**src/hdl/relocatable_segment_address_decoder_macros.svh**
```systemverilog
`ifndef RELOCATABLE_SEGMENT_ADDRESS_DECODER_MACROS_SVH
`define RELOCATABLE_SEGMENT_ADDRESS_DECODER_MACROS_SVH

// same-cycle implication
`define RSAD_ASSERT_IMP(label, clk, rst_n, ante, cons) \
    label: assert property (@(posedge clk) disable iff (!rst_n) (ante) |-> (cons)) \
        else $error("rsad implication check failed");

// next-cycle implication
`define RSAD_ASSERT_NXT(label, clk, rst_n, ante, cons) \
    label: assert property (@(posedge clk) disable iff (!rst_n) (ante) |=> (cons)) \
        else $error("rsad next-cycle check failed");

`endif

```
**src/hdl/rsad_pkg.sv**
```systemverilog
package rsad_pkg;

    localparam int WINDOW_COUNT_DEFAULT = 16;
    localparam int INDEX_W              = 4;
    localparam int ADDR_W               = 32;
    localparam int SIZE_W               = 2;
    localparam int RELOC_W              = 2;
    localparam int CFG_INDEX_W          = 2;
    localparam int QUEUE_DEPTH          = 2;

    typedef enum logic [1:0] {
        OP_LOAD   = 2'd0,
        OP_DECODE = 2'd1,
        OP_FETCH  = 2'd2,
        OP_SET_PC = 2'd3
    } opcode_t;

    typedef enum logic [1:0] {
        CMD_NONE,
        CMD_LOAD,
        CMD_DECODE
    } cmd_kind_t;

    localparam logic [SIZE_W-1:0] SIZE_BYTE = 2'd0;
    localparam logic [SIZE_W-1:0] SIZE_WORD = 2'd1;
    localparam logic [SIZE_W-1:0] SIZE_LONG = 2'd2;

    localparam logic [RELOC_W-1:0] RELOC_NONE   = 2'd0;
    localparam logic [RELOC_W-1:0] RELOC_MODULE = 2'd1;
    localparam logic [RELOC_W-1:0] RELOC_ROM    = 2'd2;
    localparam logic [RELOC_W-1:0] RELOC_RAM    = 2'd3;

    localparam logic [CFG_INDEX_W-1:0] REG_MODULE_BASE = 2'd0;
    localparam logic [CFG_INDEX_W-1:0] REG_ROM_BASE    = 2'd1;
    localparam logic [CFG_INDEX_W-1:0] REG_RAM_BASE    = 2'd2;
    localparam logic [CFG_INDEX_W-1:0] REG_START_PC    = 2'd3;

    typedef struct packed {
        opcode_t              opcode;
        logic [INDEX_W-1:0]   entry_index;
        logic [ADDR_W-1:0]    entry_base;
        logic [ADDR_W-1:0]    entry_mask;
        logic [RELOC_W-1:0]   entry_relocation;
        logic [ADDR_W-1:0]    address;
        logic [SIZE_W-1:0]    access_size;
    } in_item_t;

    typedef struct packed {
        logic                 hit;
        logic                 access_error;
        logic [INDEX_W-1:0]   segment_number;
        logic [ADDR_W-1:0]    local_offset;
        logic [ADDR_W-1:0]    decoded_address;
        logic [SIZE_W-1:0]    decoded_size;
    } out_item_t;

    typedef struct packed {
        cmd_kind_t            kind;
        logic [INDEX_W-1:0]   entry_index;
        logic [ADDR_W-1:0]    entry_base;
        logic [ADDR_W-1:0]    entry_mask;
        logic [RELOC_W-1:0]   entry_relocation;
        logic [ADDR_W-1:0]    address;
        logic [SIZE_W-1:0]    size;
    } cmd_t;

    typedef struct packed {
        logic full;
        logic empty;
    } queue_status_t;

endpackage

```
**src/hdl/rsad_front.sv**
```systemverilog
module rsad_front (
    input  logic                   clk,
    input  logic                   rst_n,
    input  logic                   in_valid,
    output logic                   in_ready,
    input  rsad_pkg::in_item_t     in_item,
    input  rsad_pkg::queue_status_t q_status,
    output logic                   push,
    output rsad_pkg::cmd_t         push_cmd
);
    import rsad_pkg::*;

    logic [ADDR_W-1:0] pc_reg;
    logic [ADDR_W-1:0] pc_next;
    logic [SIZE_W-1:0] size;
    logic [ADDR_W-1:0] fetch_addr;
    logic [ADDR_W-1:0] pc_step;

    assign in_ready = !q_status.full;
    assign push     = in_valid && in_ready;

    always_comb
    begin
        // size code three behaves as long
        size       = (in_item.access_size > SIZE_LONG) ? SIZE_LONG : in_item.access_size;
        // byte fetch skips one byte before the fetched byte; pc still steps by two
        fetch_addr = (size == SIZE_BYTE) ? pc_reg + ADDR_W'(1) : pc_reg;
        pc_step    = (size == SIZE_LONG) ? ADDR_W'(4) : ADDR_W'(2);
        pc_next    = pc_reg;

        push_cmd                  = '0;
        push_cmd.kind             = CMD_NONE;
        push_cmd.entry_index      = in_item.entry_index;
        push_cmd.entry_base       = in_item.entry_base;
        push_cmd.entry_mask       = in_item.entry_mask;
        push_cmd.entry_relocation = in_item.entry_relocation;
        push_cmd.size             = size;

        case (in_item.opcode)
            OP_LOAD:
            begin
                push_cmd.kind = CMD_LOAD;
            end
            OP_DECODE:
            begin
                push_cmd.kind    = CMD_DECODE;
                push_cmd.address = in_item.address;
            end
            OP_FETCH:
            begin
                push_cmd.kind    = CMD_DECODE;
                push_cmd.address = fetch_addr;
                pc_next          = pc_reg + pc_step;
            end
            OP_SET_PC:
            begin
                pc_next = in_item.address;
            end
            default:
            begin
                push_cmd.kind = CMD_NONE;
            end
        endcase
    end

    // start pc is cleared by the same reset, so the counter restarts at zero
    always_ff @(posedge clk or negedge rst_n)
    begin
        if (!rst_n)
        begin
            pc_reg <= '0;
        end
        else if (push)
        begin
            pc_reg <= pc_next;
        end
    end

endmodule

```
**src/hdl/rsad_queue.sv**
```systemverilog
module rsad_queue (
    input  logic                    clk,
    input  logic                    rst_n,
    input  logic                    push,
    input  rsad_pkg::cmd_t          push_cmd,
    input  logic                    pop,
    output rsad_pkg::cmd_t          head,
    output rsad_pkg::queue_status_t status
);
    import rsad_pkg::*;

    localparam int PTR_W   = (QUEUE_DEPTH > 1) ? $clog2(QUEUE_DEPTH) : 1;
    localparam int COUNT_W = $clog2(QUEUE_DEPTH + 1);

    cmd_t               slot_reg [QUEUE_DEPTH];
    logic [PTR_W-1:0]   wr_ptr_reg;
    logic [PTR_W-1:0]   wr_ptr_next;
    logic [PTR_W-1:0]   rd_ptr_reg;
    logic [PTR_W-1:0]   rd_ptr_next;
    logic [COUNT_W-1:0] count_reg;
    logic [COUNT_W-1:0] count_next;

    assign head         = slot_reg[rd_ptr_reg];
    assign status.full  = (count_reg == COUNT_W'(QUEUE_DEPTH));
    assign status.empty = (count_reg == '0);

    always_comb
    begin
        wr_ptr_next = wr_ptr_reg;
        rd_ptr_next = rd_ptr_reg;
        count_next  = count_reg;
        if (push)
        begin
            wr_ptr_next = (wr_ptr_reg == PTR_W'(QUEUE_DEPTH - 1)) ? '0 : wr_ptr_reg + 1'b1;
        end
        if (pop)
        begin
            rd_ptr_next = (rd_ptr_reg == PTR_W'(QUEUE_DEPTH - 1)) ? '0 : rd_ptr_reg + 1'b1;
        end
        if (push && !pop)
        begin
            count_next = count_reg + 1'b1;
        end
        else if (pop && !push)
        begin
            count_next = count_reg - 1'b1;
        end
    end

    always_ff @(posedge clk or negedge rst_n)
    begin
        if (!rst_n)
        begin
            wr_ptr_reg <= '0;
            rd_ptr_reg <= '0;
            count_reg  <= '0;
        end
        else
        begin
            wr_ptr_reg <= wr_ptr_next;
            rd_ptr_reg <= rd_ptr_next;
            count_reg  <= count_next;
        end
    end

    always_ff @(posedge clk)
    begin
        if (push)
        begin
            slot_reg[wr_ptr_reg] <= push_cmd;
        end
    end

endmodule

```
**src/hdl/rsad_back.sv**
```systemverilog
module rsad_back #(
    parameter int WINDOW_COUNT = rsad_pkg::WINDOW_COUNT_DEFAULT
) (
    input  logic                                clk,
    input  logic                                rst_n,
    input  logic                                cfg_valid,
    input  logic [rsad_pkg::CFG_INDEX_W-1:0]    cfg_index,
    input  logic [rsad_pkg::ADDR_W-1:0]         cfg_data,
    input  rsad_pkg::queue_status_t             q_status,
    input  rsad_pkg::cmd_t                      head,
    output logic                                pop,
    output logic                                out_valid,
    input  logic                                out_ready,
    output rsad_pkg::out_item_t                 out_item
);
    import rsad_pkg::*;

    // only entries reachable by the entry index field are kept
    localparam int ENTRY_COUNT = (WINDOW_COUNT < (1 << INDEX_W)) ? WINDOW_COUNT : (1 << INDEX_W);
    localparam int ENTRY_W     = (ENTRY_COUNT > 1) ? $clog2(ENTRY_COUNT) : 1;

    logic [ADDR_W-1:0]      module_reloc_reg;
    logic [ADDR_W-1:0]      rom_reloc_reg;
    logic [ADDR_W-1:0]      ram_reloc_reg;

    logic [ENTRY_COUNT-1:0] valid_reg;
    logic [ADDR_W-1:0]      origin_reg [ENTRY_COUNT];
    logic [ADDR_W-1:0]      mask_reg   [ENTRY_COUNT];
    logic [RELOC_W-1:0]     reloc_reg  [ENTRY_COUNT];

    logic                   m_valid_reg;
    logic                   m_decode_reg;
    logic [ADDR_W-1:0]      m_addr_reg;
    logic [SIZE_W-1:0]      m_size_reg;
    logic [ENTRY_COUNT-1:0] m_match_reg;

    logic                   out_valid_reg;
    out_item_t              out_item_reg;

    logic                   out_free;
    logic                   m_advance;
    logic                   load_now;
    logic [ENTRY_COUNT-1:0] match;
    logic [ADDR_W-1:0]      reloc_value [ENTRY_COUNT];
    logic [ENTRY_W-1:0]     hit_idx;
    logic                   hit;
    out_item_t              result;

    assign out_free  = !out_valid_reg || out_ready;
    assign m_advance = m_valid_reg && out_free;
    assign pop       = !q_status.empty && (!m_valid_reg || out_free);
    assign load_now  = pop && (head.kind == CMD_LOAD)
                       && ({1'b0, head.entry_index} < (INDEX_W + 1)'(ENTRY_COUNT));
    assign out_valid = out_valid_reg;
    assign out_item  = out_item_reg;

    // window compare against the queue head
    always_comb
    begin
        for (int k = 0; k < ENTRY_COUNT; k++)
        begin
            case (reloc_reg[k])
                RELOC_MODULE: reloc_value[k] = module_reloc_reg;
                RELOC_ROM:    reloc_value[k] = rom_reloc_reg;
                RELOC_RAM:    reloc_value[k] = ram_reloc_reg;
                default:      reloc_value[k] = '0;
            endcase
            match[k] = valid_reg[k]
                       && ((head.address & mask_reg[k]) == (reloc_value[k] + origin_reg[k]));
        end
    end

    // lowest matching entry; offset is the address bits outside the mask
    always_comb
    begin
        hit_idx = '0;
        for (int k = ENTRY_COUNT - 1; k >= 0; k--)
        begin
            if (m_match_reg[k])
            begin
                hit_idx = ENTRY_W'(k);
            end
        end
        hit    = |m_match_reg;
        result = '0;
        if (m_decode_reg)
        begin
            result.hit             = hit;
            result.access_error    = !hit;
            result.decoded_address = m_addr_reg;
            result.decoded_size    = m_size_reg;
            if (hit)
            begin
                result.segment_number = INDEX_W'(hit_idx);
                result.local_offset   = m_addr_reg & ~mask_reg[hit_idx];
            end
        end
    end

    always_ff @(posedge clk or negedge rst_n)
    begin
        if (!rst_n)
        begin
            module_reloc_reg <= '0;
            rom_reloc_reg    <= '0;
            ram_reloc_reg    <= '0;
        end
        else if (cfg_valid)
        begin
            case (cfg_index)
                REG_MODULE_BASE: module_reloc_reg <= cfg_data;
                REG_ROM_BASE:    rom_reloc_reg    <= cfg_data;
                REG_RAM_BASE:    ram_reloc_reg    <= cfg_data;
                REG_START_PC:    ;
                default:         ;
            endcase
        end
    end

    always_ff @(posedge clk or negedge rst_n)
    begin
        if (!rst_n)
        begin
            valid_reg <= '0;
        end
        else if (load_now)
        begin
            valid_reg[head.entry_index[ENTRY_W-1:0]] <= 1'b1;
        end
    end

    always_ff @(posedge clk)
    begin
        if (load_now)
        begin
            origin_reg[head.entry_index[ENTRY_W-1:0]] <= head.entry_base;
            mask_reg[head.entry_index[ENTRY_W-1:0]]   <= head.entry_mask;
            reloc_reg[head.entry_index[ENTRY_W-1:0]]  <= head.entry_relocation;
        end
    end

    always_ff @(posedge clk or negedge rst_n)
    begin
        if (!rst_n)
        begin
            m_valid_reg   <= 1'b0;
            out_valid_reg <= 1'b0;
        end
        else
        begin
            if (pop)
            begin
                m_valid_reg <= 1'b1;
            end
            else if (m_advance)
            begin
                m_valid_reg <= 1'b0;
            end
            if (m_advance)
            begin
                out_valid_reg <= 1'b1;
            end
            else if (out_ready)
            begin
                out_valid_reg <= 1'b0;
            end
        end
    end

    always_ff @(posedge clk)
    begin
        if (pop)
        begin
            m_decode_reg <= (head.kind == CMD_DECODE);
            m_addr_reg   <= head.address;
            m_size_reg   <= head.size;
            m_match_reg  <= match;
        end
        if (m_advance)
        begin
            out_item_reg <= result;
        end
    end

endmodule

```
**src/hdl/relocatable_segment_address_decoder.sv**
```systemverilog
// channel   handshake               payload
// in        in_valid / in_ready     in_item (opcode, entry fields, address, size)
// out       out_valid / out_ready   out_item (hit, error, segment, offsets, size)
// cfg       cfg_valid / cfg_ready   cfg_index, cfg_data
//
// each transaction produces one result: the queue head is compared against every window
// into the match register, and the lowest hit is picked into the output register
// the back end takes one queue entry per cycle while its output register drains
// cfg_ready is always high; start pc reads as zero after every reset
// reset clears the window valid bits, relocation registers and program counter
// a stalled output holds the back end and the two-entry queue takes up the slack
`include "relocatable_segment_address_decoder_macros.svh"

module relocatable_segment_address_decoder #(
    parameter int WINDOW_COUNT = rsad_pkg::WINDOW_COUNT_DEFAULT
) (
    input  logic                              clk,
    input  logic                              rst_n,
    input  logic                              in_valid,
    output logic                              in_ready,
    input  rsad_pkg::in_item_t                in_item,
    output logic                              out_valid,
    input  logic                              out_ready,
    output rsad_pkg::out_item_t               out_item,
    input  logic                              cfg_valid,
    output logic                              cfg_ready,
    input  logic [rsad_pkg::CFG_INDEX_W-1:0]  cfg_index,
    input  logic [rsad_pkg::ADDR_W-1:0]       cfg_data
);
    import rsad_pkg::*;

    queue_status_t q_status;
    logic          push;
    cmd_t          push_cmd;
    logic          pop;
    cmd_t          head;

    assign cfg_ready = 1'b1;

    rsad_front u_front (
        .clk      (clk),
        .rst_n    (rst_n),
        .in_valid (in_valid),
        .in_ready (in_ready),
        .in_item  (in_item),
        .q_status (q_status),
        .push     (push),
        .push_cmd (push_cmd)
    );

    rsad_queue u_queue (
        .clk      (clk),
        .rst_n    (rst_n),
        .push     (push),
        .push_cmd (push_cmd),
        .pop      (pop),
        .head     (head),
        .status   (q_status)
    );

    rsad_back #(
        .WINDOW_COUNT (WINDOW_COUNT)
    ) u_back (
        .clk       (clk),
        .rst_n     (rst_n),
        .cfg_valid (cfg_valid),
        .cfg_index (cfg_index),
        .cfg_data  (cfg_data),
        .q_status  (q_status),
        .head      (head),
        .pop       (pop),
        .out_valid (out_valid),
        .out_ready (out_ready),
        .out_item  (out_item)
    );

    `RSAD_ASSERT_IMP(a_pop_not_empty, clk, rst_n, pop, !q_status.empty)
    `RSAD_ASSERT_NXT(a_push_fills, clk, rst_n, push && q_status.empty, !q_status.empty)
    `RSAD_ASSERT_IMP(a_size_clamped, clk, rst_n, out_valid, out_item.decoded_size <= SIZE_LONG)
    `RSAD_ASSERT_IMP(a_miss_clean, clk, rst_n, out_valid && out_item.access_error,
        !out_item.hit && (out_item.segment_number == '0) && (out_item.local_offset == '0))

endmodule
```
**config.mk**
```make
export PLATFORM = sky130hd
export DESIGN_NAME = relocatable_segment_address_decoder
export DESIGN_NICKNAME = d
export VERILOG_FILES = /design/src/hdl/rsad_pkg.sv /design/src/hdl/rsad_front.sv /design/src/hdl/rsad_queue.sv /design/src/hdl/rsad_back.sv /design/src/hdl/relocatable_segment_address_decoder.sv
export VERILOG_INCLUDE_DIRS = /design/src /design/src/hdl
export SDC_FILE = /design/constraint.sdc
export NUM_CORES = 2
export LEC_CHECK = 0
export BUFFER_PORTS_ARGS = -buffer_cell sky130_fd_sc_hd__buf_4
export CAP_MARGIN = 20
export CORE_UTILIZATION = 40
export CTS_CLUSTER_DIAMETER = 60
export DETAILED_ROUTE_END_ITERATION = 6
export PLACE_DENSITY = 0.63
export SYNTH_ARGS = -nofsm -noshare
export SYNTH_HDL_FRONTEND = slang
export SYNTH_SLANG_ARGS = --single-unit
```
**constraint.sdc**
```tcl
create_clock -name clk -period 15.9 [get_ports clk]
set_input_delay 1.59 -clock clk [delete_from_list [all_inputs] [get_ports clk]]
set_output_delay 1.59 -clock clk [all_outputs]
set_load 0.005 [all_outputs]
```
==> metrics <==
clock insertion delay at the later pin of the skew report=0.93 ns; Clock Skews=0.0812 ns; Syn-to-layout area delta=12.9%; Crit. End Element=flip-flop; mean post-synth cell area=10.8 um2; post-CTS resize count=0; Setup violations, final=0; clk sinks=1541; Starting Density=40.2%; vias in the first global route=84900; first-pass GRT wire length=726000 um; WL final=549000 um; Fin Setup TNS=0 ns; hold_buf cts=0; Final Hold Slack=0.467 ns; Fin. Hold Viols=0; Post-CTS Setup Inserts=0; commonest register cell after synthesis=edfxtp_1; crit path max-delay cell type=nor4_1; worst setup path class=reg -> reg; Slew Limit Fails=0; Final Net Count=10300; total CTS buffers=205; routed vias/inst=6.73; Critical Path Source Type=flip-flop; remaining global-route overflow=0; CORE AREA=254000 um2; Die Y=508 um; min Tclk post-route=7.54 ns; Leak=0.0432 uW; share of layout cells above drive strength 1=18.5%; via count=89000; status=finished, final reports clean; largest net degree at the start of global routing=75; area leader, netlist=edfxtp_1; max-cap viol count=0; fin crit share=47.4%; Buffers on Ports=218; Fmax=133 MHz; Post-synth ARST share=9.73%; power density over the cells=170 nW/um2; synth top area cells=edfxtp_1, mux2_2, ha_1, xnor2_1, a22o_1; Critical Path Fanout Max=33; Post-synth EDFFs=1391; largest stage delay on the critical path=1.07 ns; DR pass1 iterations=6; syn_nets=10200; critical path required time=16.40 ns; Post-route DRC=0; mapped cell area=102000 um2; Root Buffer=clkbuf_16; VDD IR-drop max=0.176 mV; synth warn=0; final instance area=115000 um2; CTS tree=built; Die ar.=258000 um2; GPL Wtd Cong=1.05; dpl hpwl=404000 um; initial antenna violation count=95; starting DRC count in detailed routing=13600; Die Wd=508 um; GRT Total Usage=41.5%; critical-path cell list=buf_4 > nor2b_2 > buf_4 > a22o_1 > ha_1 > inv_1 > fa_1 > nor2b_1 > o2111ai_1 > a31oi_1 > nor2_1 > xnor2_1 > o221a_2 > o21ai_0 > or4b_1 > or4_1 > nor4_1 > nand4_1 > nor4_1; CTS HTree Levels=4; Mapped Cells=9495; Cell Area, Placed=109000 um2; area share of the largest cell type after synthesis=40.9%; Worst-Margin Slew=1.39 ns; Hold WC Path Type=reg -> reg; CTS clk-pin slew, worst paths=0.06 ns; WL/cell=41.5 um; clk buf depth=4; unrepaired setup endpoints after global routing=false; Netlist cell types=97; Seq cells post-synth=1541; Routed Antenna Nets=0; row count=185; crit path DAT=8.04 ns; filler cell count=23700; Seq/Total Area, Yosys=44.5%; Ports=220; normalized max-slew margin=6.66%
[cell usage in the layout (no fill, tap or decap), drive strengths merged, types with 109 or more instances in the layout]
master  count
nor2      376
mux2i     143
o21ai     375
nor3      138
a21o      206
mux2      715
nand2    1018
nand4     125
xor2      267
inv       236
buf       511
a22oi     109
xnor2     490
nor2b     130
ha        505
a21oi     570
nand3     191
clkbuf    240
dfrtp     150
a22o      485
edfxtp   1391
[logic make-up (layout without fill, tap and decap cells)]
kind of cell,after synthesis,count (layout),synth area share (%)
simple gates,2454,2454,11.4
flops,1541,1541,44.5
compound gates,2503,2503,17.0
other cells,1,57,0.00367
mux,943,943,11.2
fa+ha+maj,522,522,6.51
xor+xnor,759,759,6.55
buf+inv,772,1091,2.87
[through the flow]
step           worst slack, ns  util [%]  instances  total power (uW)
6_report                  8.36      45.4      13200             19600
5_1_grt                   8.46      45.4      13200             19900
4_1_cts                   8.64      45.3      13200             19300
3_5_place_dp              8.70      42.7      12800             14500
3_3_place_gp              8.68      42.7      12800             14500
2_1_floorplan             8.72         -       9495             10200
[cell usage after synthesis (all sizes together), types with 206 or more instances]
cell	count
edfxtp	1391
nand2	1018
mux2	715
a21oi	570
ha	505
clkbuf	498
xnor2	490
a22o	485
nor2	376
o21ai	375
xor2	267
inv	208
a21o	206
[critical path, delay by kind of cell, from the launching register on]
kind	cells	cell delay, ns
AND/OR/NAND/NOR	8	3.59
AO/OA/AOI/OAI	5	1.16
XOR/XNOR	1	0.36
flip-flops	1	0.32
buffers and inverters	3	1.03
adder cells (fa/ha/maj)	2	0.66
[cell type report]
| class | instances | area, um2 | share of cell area (%) |
|---|---|---|---|
| Antenna cell | 56 | 140 | 0.121 |
| Inverter | 210 | 788 | 0.683 |
| Tap cell | 3366 | 4210 | 3.65 |
| Sequential cell | 1541 | 45600 | 39.5 |
| Multi-Input combinational cell | 7182 | 54100 | 46.9 |
| Clock inverter | 130 | 1360 | 1.18 |
| Clock buffer | 239 | 5380 | 4.66 |
| Timing Repair Buffer | 512 | 3880 | 3.36 |
[metal layers]
metal  GRT usage, %  routed length, um
met5              0                 86
met3           10.4              61100
met1           49.7             195000
met4           33.3              51500
met2           63.3             242000
[power by group]
group          internal (uW)  switching (uW)
logic                   2680            6520
registers               5340             345
clock network           2760            2000
total                  10800            8870
[worst paths after layout]
check | from | end | slack [ns] | cells after the start
max reg2reg | u_back.reloc_reg[5][0] | u_back.m_match_reg[5] | 8.36 | 19
max | u_back.reloc_reg[5][0] | u_back.m_match_reg[5] | 8.36 | 19
min in group asynchronous | rst_n | u_back.valid_reg[1] | 0.85 | 1
max in group asynchronous | rst_n | u_back.valid_reg[9] | 13.54 | 2
min reg2reg | u_back.valid_reg[14] | u_back.valid_reg[14] | 0.47 | 1
min | u_back.valid_reg[14] | u_back.valid_reg[14] | 0.47 | 1
Power figures use the tool's default switching activity.
